**config.mk**
```make
export PLATFORM = sky130hd
export DESIGN_NAME = tristate_remote_switch_transmitter_core
export DESIGN_NICKNAME = d
export VERILOG_FILES = /design/src/rtl/rtsw_pkg.sv /design/src/rtl/rtsw_csr.sv /design/src/rtl/rtsw_seq.sv /design/src/rtl/tristate_remote_switch_transmitter_core.sv
export SDC_FILE = /design/constraint.sdc
export NUM_CORES = 1
export LEC_CHECK = 0
export ABC_AREA = 1
export BUFFER_PORTS_ARGS = -buffer_cell sky130_fd_sc_hd__buf_2
export CAP_MARGIN = 25
export CORE_MARGIN = 4
export CORE_UTILIZATION = 30
export DETAILED_ROUTE_END_ITERATION = 6
export HOLD_SLACK_MARGIN = 0.12
export PLACE_DENSITY = 0.58
export SLEW_MARGIN = 20
export SYNTH_ARGS = -nofsm -noshare
export SYNTH_HDL_FRONTEND = slang
export SYNTH_SLANG_ARGS = --single-unit
```
**constraint.sdc**
```tcl
create_clock -name clock -period 3.7 [get_ports clock]
set_input_delay 0.925 -clock clock [delete_from_list [all_inputs] [get_ports clock]]
set_output_delay 0.925 -clock clock [all_outputs]
set_load 0.02 [all_outputs]
```
**src/rtl/rtsw_pkg.sv**
```systemverilog
// Shared types, widths and constants of the tristate remote switch transmitter.
// Holds the telegram builder function; depends on nothing.
`default_nettype none

package rtsw_pkg;

   localparam int PULSE_W  = 16;
   localparam int REPEAT_W = 8;
   localparam int CODE_W   = 5;
   localparam int TEL_W    = 24;
   localparam int PAIR_W   = 6;
   localparam int UNIT_W   = 5;
   localparam int ADDR_W   = 3;
   localparam int DATA_W   = 32;

   localparam logic [PAIR_W-1:0] PAIR_COUNT     = PAIR_W'(TEL_W);
   localparam logic [UNIT_W-1:0] SYNC_LOW_UNITS = UNIT_W'(31);
   localparam logic [UNIT_W-1:0] SHORT_UNITS    = UNIT_W'(1);
   localparam logic [UNIT_W-1:0] LONG_UNITS     = UNIT_W'(3);

   localparam logic [PULSE_W-1:0]  PULSE_RESET  = PULSE_W'(350);
   localparam logic [REPEAT_W-1:0] REPEAT_RESET = REPEAT_W'(10);

   // register index, taken from paddr[2]
   localparam logic REG_PULSE_LENGTH = 1'b0;
   localparam logic REG_REPEAT_COUNT = 1'b1;

   typedef struct packed {
      logic [PULSE_W-1:0]  pulse_length;
      logic [REPEAT_W-1:0] repeat_count;
   } cfg_type;

   typedef struct packed {
      logic              start_req;
      logic [CODE_W-1:0] group_code;
      logic [CODE_W-1:0] device_code;
      logic              switch_on;
   } req_item_type;

   typedef struct packed {
      logic pin_level;
      logic busy_res;
      logic done_res;
   } rsp_item_type;

   // One bit per pulse pair, pair 0 in the top bit: 0 is (1,3), 1 is (3,1).
   // Symbol F = pairs 0,1; symbol 0 = pairs 0,0. Code bit 0 sends F.
   function automatic logic [TEL_W-1:0] build_telegram(
      input logic [CODE_W-1:0] group,
      input logic [CODE_W-1:0] device,
      input logic              on);
      logic [TEL_W-1:0] tel;
      tel = '0;
      for (int i = 0; i < CODE_W; i++) begin
         tel[TEL_W-1-2*i -: 2]          = {1'b0, ~group[CODE_W-1-i]};
         tel[TEL_W-1-2*(CODE_W+i) -: 2] = {1'b0, ~device[CODE_W-1-i]};
      end
      tel[3:2] = {1'b0, ~on};
      tel[1:0] = {1'b0, on};
      return tel;
   endfunction

endpackage

`default_nettype wire

```
**src/rtl/rtsw_csr.sv**
```systemverilog
// Configuration registers of the transmitter behind an APB-style port.
// Depends on rtsw_pkg.
`default_nettype none

module rtsw_csr (
   input  wire logic                      clock,
   input  wire logic                      reset,
   input  wire logic                      csr_psel,
   input  wire logic                      csr_penable,
   input  wire logic                      csr_pwrite,
   input  wire logic [rtsw_pkg::ADDR_W-1:0] csr_paddr,
   input  wire logic [rtsw_pkg::DATA_W-1:0] csr_pwdata,
   output logic      [rtsw_pkg::DATA_W-1:0] csr_prdata,
   output logic                           csr_pready,
   output rtsw_pkg::cfg_type              cfg
);
   import rtsw_pkg::*;

   cfg_type cfg_ff, cfg_in;
   logic    wr_en;

   assign csr_pready = 1'b1;
   assign wr_en      = csr_psel && csr_penable && csr_pwrite && csr_pready;

   always_comb begin
      cfg_in = cfg_ff;
      if (wr_en) begin
         unique case (csr_paddr[2])
            REG_PULSE_LENGTH: cfg_in.pulse_length = csr_pwdata[PULSE_W-1:0];
            REG_REPEAT_COUNT: cfg_in.repeat_count = csr_pwdata[REPEAT_W-1:0];
            default:          cfg_in = cfg_ff;
         endcase
      end
   end

   always_ff @(posedge clock) begin
      if (reset) begin
         cfg_ff.pulse_length <= PULSE_RESET;
         cfg_ff.repeat_count <= REPEAT_RESET;
      end else begin
         cfg_ff <= cfg_in;
      end
   end

   always_comb begin
      unique case (csr_paddr[2])
         REG_PULSE_LENGTH: csr_prdata = DATA_W'(cfg_ff.pulse_length);
         REG_REPEAT_COUNT: csr_prdata = DATA_W'(cfg_ff.repeat_count);
         default:          csr_prdata = '0;
      endcase
   end

   assign cfg = cfg_ff;

endmodule

`default_nettype wire

```
**src/rtl/rtsw_seq.sv**
```systemverilog
// Telegram sequencer: pair, phase, unit and tick counters advanced once per tick item.
// Depends on rtsw_pkg.
`default_nettype none

module rtsw_seq (
   input  wire logic                   clock,
   input  wire logic                   reset,
   input  wire logic                   item_fire,
   input  rtsw_pkg::req_item_type      item,
   input  rtsw_pkg::cfg_type           cfg,
   output rtsw_pkg::rsp_item_type      res
);
   import rtsw_pkg::*;

   logic [TEL_W-1:0]    tel_ff, tel_in, tel_eff;
   logic [PAIR_W-1:0]   pair_ff, pair_in, pair_eff;
   logic                high_ff, high_in, high_eff;
   logic [UNIT_W-1:0]   unit_ff, unit_in, unit_eff, unit_inc, phase_len;
   logic [PULSE_W-1:0]  tick_ff, tick_in, tick_eff, tick_inc, plen;
   logic [REPEAT_W-1:0] reps_ff, reps_in, reps_eff, reps_dec;
   logic                active_ff, active_in, active_eff;
   logic                start_take, long_high;

   assign start_take = !active_ff && item.start_req;
   assign plen       = (cfg.pulse_length == '0) ? PULSE_W'(1) : cfg.pulse_length;

   // Load a fresh telegram on a taken start
   always_comb begin
      tel_eff    = tel_ff;
      pair_eff   = pair_ff;
      high_eff   = high_ff;
      unit_eff   = unit_ff;
      tick_eff   = tick_ff;
      reps_eff   = reps_ff;
      active_eff = active_ff;
      if (start_take) begin
         tel_eff    = build_telegram(item.group_code, item.device_code, item.switch_on);
         pair_eff   = '0;
         high_eff   = 1'b1;
         unit_eff   = '0;
         tick_eff   = '0;
         reps_eff   = (cfg.repeat_count == '0) ? REPEAT_W'(1) : cfg.repeat_count;
         active_eff = 1'b1;
      end
   end

   assign long_high = tel_eff[(UNIT_W)'(PAIR_COUNT - PAIR_W'(1) - pair_eff)];
   assign tick_inc  = tick_eff + PULSE_W'(1);
   assign unit_inc  = unit_eff + UNIT_W'(1);
   assign reps_dec  = reps_eff - REPEAT_W'(1);

   always_comb begin
      if (pair_eff >= PAIR_COUNT) begin
         phase_len = high_eff ? SHORT_UNITS : SYNC_LOW_UNITS;
      end else if (high_eff) begin
         phase_len = long_high ? LONG_UNITS : SHORT_UNITS;
      end else begin
         phase_len = long_high ? SHORT_UNITS : LONG_UNITS;
      end
   end

   always_comb begin
      tel_in    = tel_eff;
      pair_in   = pair_eff;
      high_in   = high_eff;
      unit_in   = unit_eff;
      tick_in   = tick_eff;
      reps_in   = reps_eff;
      active_in = active_eff;
      res       = '0;
      if (active_eff) begin
         res.pin_level = high_eff;
         res.busy_res  = 1'b1;
         tick_in       = tick_inc;
         if (tick_inc >= plen || tick_inc == '0) begin
            tick_in = '0;
            unit_in = unit_inc;
            if (unit_inc >= phase_len || unit_inc == '0) begin
               unit_in = '0;
               if (high_eff) begin
                  high_in = 1'b0;
               end else begin
                  high_in = 1'b1;
                  if (pair_eff >= PAIR_COUNT) begin
                     pair_in = '0;
                     reps_in = reps_dec;
                     if (reps_dec == '0) begin
                        active_in    = 1'b0;
                        high_in      = 1'b0;
                        res.done_res = 1'b1;
                     end
                  end else begin
                     pair_in = pair_eff + PAIR_W'(1);
                  end
               end
            end
         end
      end
   end

   always_ff @(posedge clock) begin
      if (item_fire) begin
         tel_ff <= tel_in;
      end
   end

   always_ff @(posedge clock) begin
      if (reset) begin
         pair_ff   <= '0;
         high_ff   <= 1'b0;
         unit_ff   <= '0;
         tick_ff   <= '0;
         reps_ff   <= '0;
         active_ff <= 1'b0;
      end else if (item_fire) begin
         pair_ff   <= pair_in;
         high_ff   <= high_in;
         unit_ff   <= unit_in;
         tick_ff   <= tick_in;
         reps_ff   <= reps_in;
         active_ff <= active_in;
      end
   end

   a_done_ends: assert property (@(posedge clock) disable iff (reset)
      item_fire && res.done_res |=> !active_ff)
      else $error("transmission still active after done");

   a_pair_range: assert property (@(posedge clock) disable iff (reset)
      active_ff |-> pair_ff <= PAIR_COUNT)
      else $error("pair index beyond sync pair");

   a_idle_low: assert property (@(posedge clock) disable iff (reset)
      !active_ff |-> !high_ff)
      else $error("high phase while idle");

   a_repeats_live: assert property (@(posedge clock) disable iff (reset)
      active_ff |-> reps_ff != '0)
      else $error("active with no repeats left");

endmodule

`default_nettype wire

```
**src/rtl/tristate_remote_switch_transmitter_core.sv**
```systemverilog
// Top level of the tristate remote switch transmitter: input and result registers,
// configuration block and telegram sequencer. Depends on rtsw_pkg, rtsw_csr, rtsw_seq.
`default_nettype none

// Usage
//   req_* carries one time tick per item (one microsecond by convention). A tick with
//   req_start_req high while idle latches group code, device code and on/off into a
//   12-symbol tristate telegram and starts sending; starts while busy are dropped.
//   rsp_* returns exactly one item per tick: the data pin level for that tick,
//   busy, and done on the final tick of the last repeat.
//   csr_* is an APB-style port: pulse_length at byte 0, repeat_count at byte 4.
//   Write configuration only while idle.
// Throughput and flow
//   One tick item per cycle sustained while rsp_ready stays high. An item is taken
//   into the input register; when the result register is free or being drained,
//   the sequencer advances its counters and fills the result register from it.
// Stall
//   When rsp_ready is low the result register holds its item, the input register
//   holds the next one once taken, and req_ready then drops; no tick is lost or repeated.
// Reset
//   Synchronous, active high: both registers empty, sequencer idle, pulse_length 350,
//   repeat_count 10.
module tristate_remote_switch_transmitter_core (
   input  wire logic                        clock,
   input  wire logic                        reset,
   // tick input channel
   input  wire logic                        req_valid,
   output logic                             req_ready,
   input  wire logic                        req_start_req,
   input  wire logic [rtsw_pkg::CODE_W-1:0] req_group_code,
   input  wire logic [rtsw_pkg::CODE_W-1:0] req_device_code,
   input  wire logic                        req_switch_on,
   // result channel
   output logic                             rsp_valid,
   input  wire logic                        rsp_ready,
   output logic                             rsp_pin_level,
   output logic                             rsp_busy_res,
   output logic                             rsp_done_res,
   // configuration port
   input  wire logic                        csr_psel,
   input  wire logic                        csr_penable,
   input  wire logic                        csr_pwrite,
   input  wire logic [rtsw_pkg::ADDR_W-1:0] csr_paddr,
   input  wire logic [rtsw_pkg::DATA_W-1:0] csr_pwdata,
   output logic      [rtsw_pkg::DATA_W-1:0] csr_prdata,
   output logic                             csr_pready
);
   import rtsw_pkg::*;

   cfg_type      cfg;
   req_item_type req_item_ff, req_item_in;
   logic         req_valid_ff, req_valid_in;
   rsp_item_type rsp_item_ff, rsp_item_in;
   logic         rsp_valid_ff, rsp_valid_in;
   logic         advance, req_take, rsp_take;

   rtsw_csr u_csr (
      .clock       (clock),
      .reset       (reset),
      .csr_psel    (csr_psel),
      .csr_penable (csr_penable),
      .csr_pwrite  (csr_pwrite),
      .csr_paddr   (csr_paddr),
      .csr_pwdata  (csr_pwdata),
      .csr_prdata  (csr_prdata),
      .csr_pready  (csr_pready),
      .cfg         (cfg)
   );

   // Advance the held item into the sequencer when the result register frees up
   assign rsp_take  = rsp_valid_ff && rsp_ready;
   assign advance   = req_valid_ff && (!rsp_valid_ff || rsp_ready);
   assign req_ready = !req_valid_ff || advance;
   assign req_take  = req_valid && req_ready;

   rtsw_seq u_seq (
      .clock     (clock),
      .reset     (reset),
      .item_fire (advance),
      .item      (req_item_ff),
      .cfg       (cfg),
      .res       (rsp_item_in)
   );

   always_comb begin
      req_item_in.start_req   = req_start_req;
      req_item_in.group_code  = req_group_code;
      req_item_in.device_code = req_device_code;
      req_item_in.switch_on   = req_switch_on;
   end

   // Hold the input item until the sequencer consumes it
   always_comb begin
      priority if (req_take) begin
         req_valid_in = 1'b1;
      end else if (advance) begin
         req_valid_in = 1'b0;
      end else begin
         req_valid_in = req_valid_ff;
      end
   end

   // Result register fills on advance, drains on take
   always_comb begin
      priority if (advance) begin
         rsp_valid_in = 1'b1;
      end else if (rsp_take) begin
         rsp_valid_in = 1'b0;
      end else begin
         rsp_valid_in = rsp_valid_ff;
      end
   end

   always_ff @(posedge clock) begin
      if (reset) begin
         req_valid_ff <= 1'b0;
         rsp_valid_ff <= 1'b0;
      end else begin
         req_valid_ff <= req_valid_in;
         rsp_valid_ff <= rsp_valid_in;
      end
   end

   always_ff @(posedge clock) begin
      if (req_take) begin
         req_item_ff <= req_item_in;
      end
      if (advance) begin
         rsp_item_ff <= rsp_item_in;
      end
   end

   assign rsp_valid     = rsp_valid_ff;
   assign rsp_pin_level = rsp_item_ff.pin_level;
   assign rsp_busy_res  = rsp_item_ff.busy_res;
   assign rsp_done_res  = rsp_item_ff.done_res;

endmodule

`default_nettype wire
```
; Yosys cells after proc, flatten, opt, wreduce, memory -nomap -nowiden
; Cells that the tools add are included.
[totals]
register_bits = 102
input_bits = 54
out_inout_bits = 38
wordCells = 118
[classes]
addsub = 5
n_lt_le_gt_ge = 4
muxes = 52
bitwise_logic = 16
reduce_logical = 23
[op_table]
columns = cell, count
row1 = 16-bit 2-to-1 mux, 4
row2 = 32-bit case mux with 2 select lines, 1
row3 = 8-bit 2-to-1 mux, 7
row4 = 6-bit 2-to-1 mux, 6
row5 = 16-bit logical NOT, 2
row6 = 5-bit 2-to-1 mux, 6
row7 = 24-bit 2-to-1 mux, 1
row8 = 1-bit 2-to-1 mux, 22
row9 = 16-bit by 1-bit adder with 16-bit output (second input constant), 1
row10 = 16-bit >= comparator, 1
row11 = 8-bit logical NOT, 2
row12 = 1-bit inverter, 16
row13 = 2-bit 2-to-1 mux, 4
row14 = 8-bit by 1-bit subtractor with 8-bit output (second input constant), 1
row15 = 6-bit by 1-bit adder with 6-bit output (second input constant), 1
row16 = 6-bit by 5-bit >= comparator with 1-bit output (second input constant), 1
row17 = 1-bit logical AND, 6
row18 = 5-bit by 6-bit < comparator with 1-bit output (second input constant), 1
row19 = 5-bit by 1-bit adder with 5-bit output (second input constant), 1
row20 = 1-bit binary-select mux with 5-bit select, 1
row21 = 5-bit >= comparator, 1
row22 = 5-bit logical NOT, 1
row23 = 5-bit OR reduction, 1
row24 = 5-bit subtractor (first input constant), 1
row25 = 4 further kinds, 11

; Depth between registers and ports, before layout
[logic_depth]
word_depth = 14
depth_mapped = 32
depth_no_buf = 29

; By module
; Synthesis repeated with hierarchy kept, for this count alone.
[unflattened]
cells_unflattened = 987
area_unflattened_um2 = 6744.0
[modules_own_cells]
columns = mod, instances, cells_each, area_each_um2, seq_area_each_um2
row1 = rtsw_seq, 1, 757, 4834.6, 1461.4
row2 = rtsw_csr, 1, 203, 1367.6, 480.5
row3 = tristate_remote_switch_transmitter_core, 1, 27, 541.8, 490.5

; Least setup slack after synthesis
; Ideal clock, no wire load.
[synth_path]
kind = reg2reg
start = register req_item_ff[11] (netlist bit)
end = register u_seq.reps_ff[2]
setup_time_ns = 0.111
t_arrival_ns = 3.707
required_time_ns = 3.589
setup_slack_ns = -0.118
stages_incl_launch_ff = 30
path_buffers = 3
synth_period_minus_slack_ns = 3.818
cell_sequence = edfxtp_1 > nand2_4 > inv_2 > buf_2 > buf_1 > nor2_1 > ha_1 > nand2_1 > inv_1 > nand4_1 > nor2_1 > nand4_1 > nand2_1 > inv_1 > ha_1 > nand2_1 > inv_1 > o21ai_0 > a21oi_1 > nor2_1 > nand2_1 > a21oi_1 > nand2_8 > buf_6 > nand2_1 > nand2_1 > nand2_1 > nand3_1 > nand2_1 > inv_1
[synth_via]
elab_chain_len = 13
word_cells_on_any_way = 31
classes_between = 4 x add/sub / 3 x order compare / 19 x mux / 5 x reduce/logical
[synth_rtl]
columns = element, line_no
row1 = from (decl), tristate_remote_switch_transmitter_core.sv:51  ; req_item_type req_item_ff, req_item_in;
row2 = from (signal assigned), tristate_remote_switch_transmitter_core.sv:126  ; req_item_ff <= req_item_in;
row3 = 1-bit logical AND *, rtsw_seq.sv:24  ; assign start_take = !active_ff && item.start_req;
row4 = 6-bit 2-to-1 mux, rtsw_seq.sv:36  ; if (start_take) begin
row5 = 5-bit subtractor, rtsw_seq.sv:47  ; assign long_high = tel_eff[(UNIT_W)'(PAIR_COUNT - PAIR_W'(1) - pair_eff)];
row6 = 1-bit binary-select mux with 5-bit select, rtsw_seq.sv:47
row7 = 1-bit 2-to-1 mux (implied by the code), rtsw_seq.sv:47
row8 = 2-bit 2-to-1 mux (on tied branches), "rtsw_seq.sv:58, rtsw_seq.sv:56"
row9 = 2-bit 2-to-1 mux, rtsw_seq.sv:55  ; end else if (high_eff) begin
row10 = 5-bit 2-to-1 mux, rtsw_seq.sv:53  ; if (pair_eff >= PAIR_COUNT) begin
row11 = 5-bit >= comparator, rtsw_seq.sv:78  ; if (unit_inc >= phase_len || unit_inc == '0) begin
row12 = 1-bit logical OR, rtsw_seq.sv:78
row13 = 8-bit 2-to-1 mux, rtsw_seq.sv:78
row14 = 8-bit 2-to-1 mux, rtsw_seq.sv:75  ; if (tick_inc >= plen || tick_inc == '0) begin
row15 = 8-bit 2-to-1 mux *, rtsw_seq.sv:71  ; if (active_eff) begin
row16 = to (signal assigned), rtsw_seq.sv:120  ; reps_ff <= reps_in;
row17 = to (decl), rtsw_seq.sv:20  ; logic [REPEAT_W-1:0] reps_ff, reps_in, reps_eff, reps_dec;
; Every way passes the cells marked *; elsewhere a longest branch is shown, timed or not. The select of a mux whose other input is x is not followed.
; A chain may end at the register's enable or synchronous reset.

; Worst setup path after layout
[layout_path]
start = register req_item_ff[11] (netlist bit)
end = register rsp_item_ff (netlist bit rsp_done_res) (data pin)
[layout_via]
elab_chain_len = 12
word_cells_on_any_way = 33
classes_between = 4 x add/sub / 3 x order compare / 15 x mux / 4 x bitwise / 7 x reduce/logical
[layout_rtl]
columns = element, line_no
row1 = 1-bit logical AND *, rtsw_seq.sv:24
row2 = 6-bit 2-to-1 mux, rtsw_seq.sv:36
row3 = 5-bit subtractor, rtsw_seq.sv:47
row4 = 1-bit binary-select mux with 5-bit select, rtsw_seq.sv:47
row5 = 1-bit 2-to-1 mux (implied by the code), rtsw_seq.sv:47
row6 = 2-bit 2-to-1 mux (on tied branches), "rtsw_seq.sv:58, rtsw_seq.sv:56"
row7 = 2-bit 2-to-1 mux, rtsw_seq.sv:55
row8 = 5-bit 2-to-1 mux, rtsw_seq.sv:53
row9 = 5-bit >= comparator, rtsw_seq.sv:78
row10 = 1-bit logical OR, rtsw_seq.sv:78
row11 = 1-bit inverter (no line), n/a
row12 = 5-bit OR reduction (no line), n/a
row13 = to (signal assigned), tristate_remote_switch_transmitter_core.sv:129  ; rsp_item_ff <= rsp_item_in;
row14 = to (decl), tristate_remote_switch_transmitter_core.sv:53  ; rsp_item_type rsp_item_ff, rsp_item_in;
; Marked as above.

==> impl_metrics.tcl <==
set metrics [dict create \
    crit_path_frequent_cell "nand2_1" \
    clk_pin_slew_worst_paths_ns 0.07 \
    outcome "complete, no violations" \
    power_switching_mw 0.785 \
    stdcell_count 1229 \
    grt_util_all_layers 0.132 \
    swShare 0.283 \
    drc 0 \
    die_h_um 154 \
    syn_area_um2 6360 \
    io_pins 92 \
    cp_top_family "simple AND/OR/NAND/NOR gates" \
    post-dp-hpwl_mm 11.2 \
    ys_seq_elements 102 \
    antenna_found_initial 0 \
    grt_pass1_vias 5220 \
    n_fill_cell 2294 \
    skew_ns 0.00705 \
    final_area_um2 7340 \
    syn_area_per_cell_um2 7.13 \
    post-place-ws_ns 0.146 \
    drive_gt1_frac 0.156 \
    crit_buf_inv 5 \
    cts_hold_buf 0 \
    diodes 0 \
    cellPowerDensity_nw_per_um2 378 \
    final_cell_mix "nand2_1 (215), inv_1 (116), a21oi_1 (71)" \
    vias 5707 \
    combPwrFrac 0.172 \
    rows 53 \
    ant_nets 0 \
    relSlewSlack 0.458 \
    path_max_fanout 13 \
    final_common_cell "nand2_1" \
    post_drt_wl_per_cell_um 12.8 \
    p_seq_frac 0.448 \
    p_leak_nw 3.34 \
    netlist.area_leader.share 0.198 \
    seq_area_frac_synth 0.382 \
    critPathRequiredTime_ns 3.78 \
    grt_pass1_wl_mm 25.8 \
    max_stage_delay_ns 0.43 \
    fin_nets 1031 \
    core_um2 21000 \
    start_util 0.303 \
    htreeDepth 3 \
    drt_iter0_markers 353 \
    crit_chain "nand2_4, nand2_1, inv_1, ha_2, nand2_1, inv_1, nand4_1, nor2_4, nand4_1, nand2_1, inv_1, ha_1, nand2_1, inv_1, o21ai_0, a21oi_1, nor2_1, nand2_1, a21oi_4, nand2_8, nand2_8, inv_2, nand3_1, nor2_1" \
    fin_ws_ns 0.337 \
    wl_mm 15.7 \
    grt_max_degree 46 \
    clk_path_buf_depth 2 \
    area_delta_synth_final_pct 15.4 \
    netlist_instances 892 \
    max_cap_violations 0 \
    finalSetupViolCount 0 \
    port_buffers 56 \
    startpoint_type "flip-flop" \
    hold_violations 0 \
    yosysWarnings 0 \
    design.die.area_um2 23600 \
    grt-ovfl-total 0 \
    internal_power_mw 1.99 \
    worst-setup-path-type "flip-flop to flip-flop" \
    rsz0062_at_grt "false" \
    cts_buffers 9 \
    arrival_ns 3.45 \
    ir_worst_vdd_mv 0.245 \
    clock_latency_ns 0.36 \
    total_power_mw 2.78 \
    place_area_um2 6860 \
    cp-end-kind "flip-flop" \
    first_pass_iters 6 \
    gp_congestion 0.847 \
    clkPwrFrac 0.380 \
    fmax_mhz 297 \
    hp-class "flip-flop to flip-flop" \
    min_period_ns 3.36 \
    via_per_inst 4.64 \
    die_x_um 154 \
    cts_tree "built" \
    dp.cells 1204 \
    clock_sinks 102 \
    finalSetupTns_ns 0 \
    post-route-period-util 0.909 \
    worstMarginPinSlew_ns 0.812 \
    root_buffer "clkbuf_16" \
    report.final.slew_viol_count 0 \
    synth.area.top_cells "dfxtp_1 (20%), edfxtp_1 (18%), nand2_1 (13%), inv_1 (7.0%), a21oi_1 (5.7%)" \
    yosysTopAreaCell "dfxtp_1" \
    synth.distinct_cells 40 \
    slowest_stage "edfxtp_1" \
]
power groups by stage:
| stage | Sequential, mW | Clock, mW | Combinational (mW) |
|---|---|---|---|
| 2_1_floorplan | 1.27 | 0 | 0.343 |
| 3_3_place_gp | 1.27 | 0 | 0.443 |
| 3_5_place_dp | 1.27 | 0 | 0.447 |
| 4_1_cts | 1.24 | 1.08 | 0.450 |
| 5_1_grt | 1.25 | 1.12 | 0.544 |
| 6_report | 1.24 | 1.06 | 0.477 |
cell families after synthesis:
kind of cell,share of synthesized area
buffers and inverters,0.124
adder cells (fa/ha/maj),0.0551
AO/OA/AOI/OAI,0.142
XOR/XNOR,0.00964
other,0.00118
AND/OR/NAND/NOR,0.286
flip-flops,0.382
cells in the mapped netlist:
master    number
clkinv_1       2
inv_1        118
buf_4         19
nor2_4         3
xor2_1         3
o211ai_1       8
buf_6          4
ha_1          28
buf_2          4
nand3_2        4
o41ai_1        1
nor2_2        12
buf_1          2
o21ai_0       66
dfxtp_1       63
conb_1         2
a21oi_1       72
nand3b_1       2
nor2_1        65
o21a_1         1
or2_2          1
or2_1          1
nand2_2        7
inv_2          8
a31oi_1        4
xnor2_1        4
o211ai_2       1
buf_12         1
nor3_1         4
clkbuf_1      19
nand2_1      219
nand3_4        2
nand4_1       19
a221oi_1       2
nand2_4        2
nor4_1         1
edfxtp_1      39
nand3_1       62
o21ai_1       16
nand2_8        1
sequential cells by signal, summed over array words and instances (netlist names), 5 cells and up:
name / cells
req_item_ff: 12
u_seq.unit_ff: 5
u_seq.tel_ff: 24
u_seq.pair_ff: 6
u_seq.reps_ff: 8
u_seq.tick_ff: 16
u_csr.cfg: 24
repair_timing:
item / 4_1_cts / 5_1_grt
gates resized for setup: 0 / 18
setup buffers: 0 / 8
endpoints found under the hold margin: 0 / 0
endpoints found under the setup margin: 0 / 36
final timing paths:
check / depth (start not counted) / slack, ns / endpoint / startpoint
min: 2 / 0.47 / u_seq.tick_ff[12] / u_seq.tick_ff[12]
max reg2reg: 24 / 0.34 / rsp_done_res / req_item_ff[11]
min reg2reg: 2 / 0.47 / u_seq.tick_ff[12] / u_seq.tick_ff[12]
max: 24 / 0.34 / rsp_done_res / req_item_ff[11]
through the flow:
step / hold WS (ns) / utilization
global placement: 0.449 / 0.328
CTS: 0.466 / 0.344
floorplan: 0.439 / -
detailed placement: 0.456 / 0.328
global route: 0.485 / 0.350
finish: 0.465 / 0.350
routing by layer:
metal,GRT usage,routed length (µm),vias up
met5,0,0,-
met2,0.220,7450,101
met4,0.0395,228,0
li1,-,-,2994
met1,0.175,7430,2598
met3,0.0220,636,14
worst min-delay path, delay by kind of cell, from the launching register on:
kind,cells,cell delay [ns]
flip-flops,1,0.31
AND/OR/NAND/NOR,1,0.06
AO/OA/AOI/OAI,1,0.05
layout make-up:
type                       instances  area, µm²  share of cell area
timing repair inverter             1       7.51             0.00102
clock buffer                      12        300              0.0409
clock inverter                     4       36.3             0.00495
inverter                         128        484              0.0660
tap                              275        344              0.0469
sequential                       102       2430               0.332
multi-input combinational        628       3240               0.442
timing repair buffer              79        489              0.0667
Note: power is estimated with default switching activity, not from simulation.
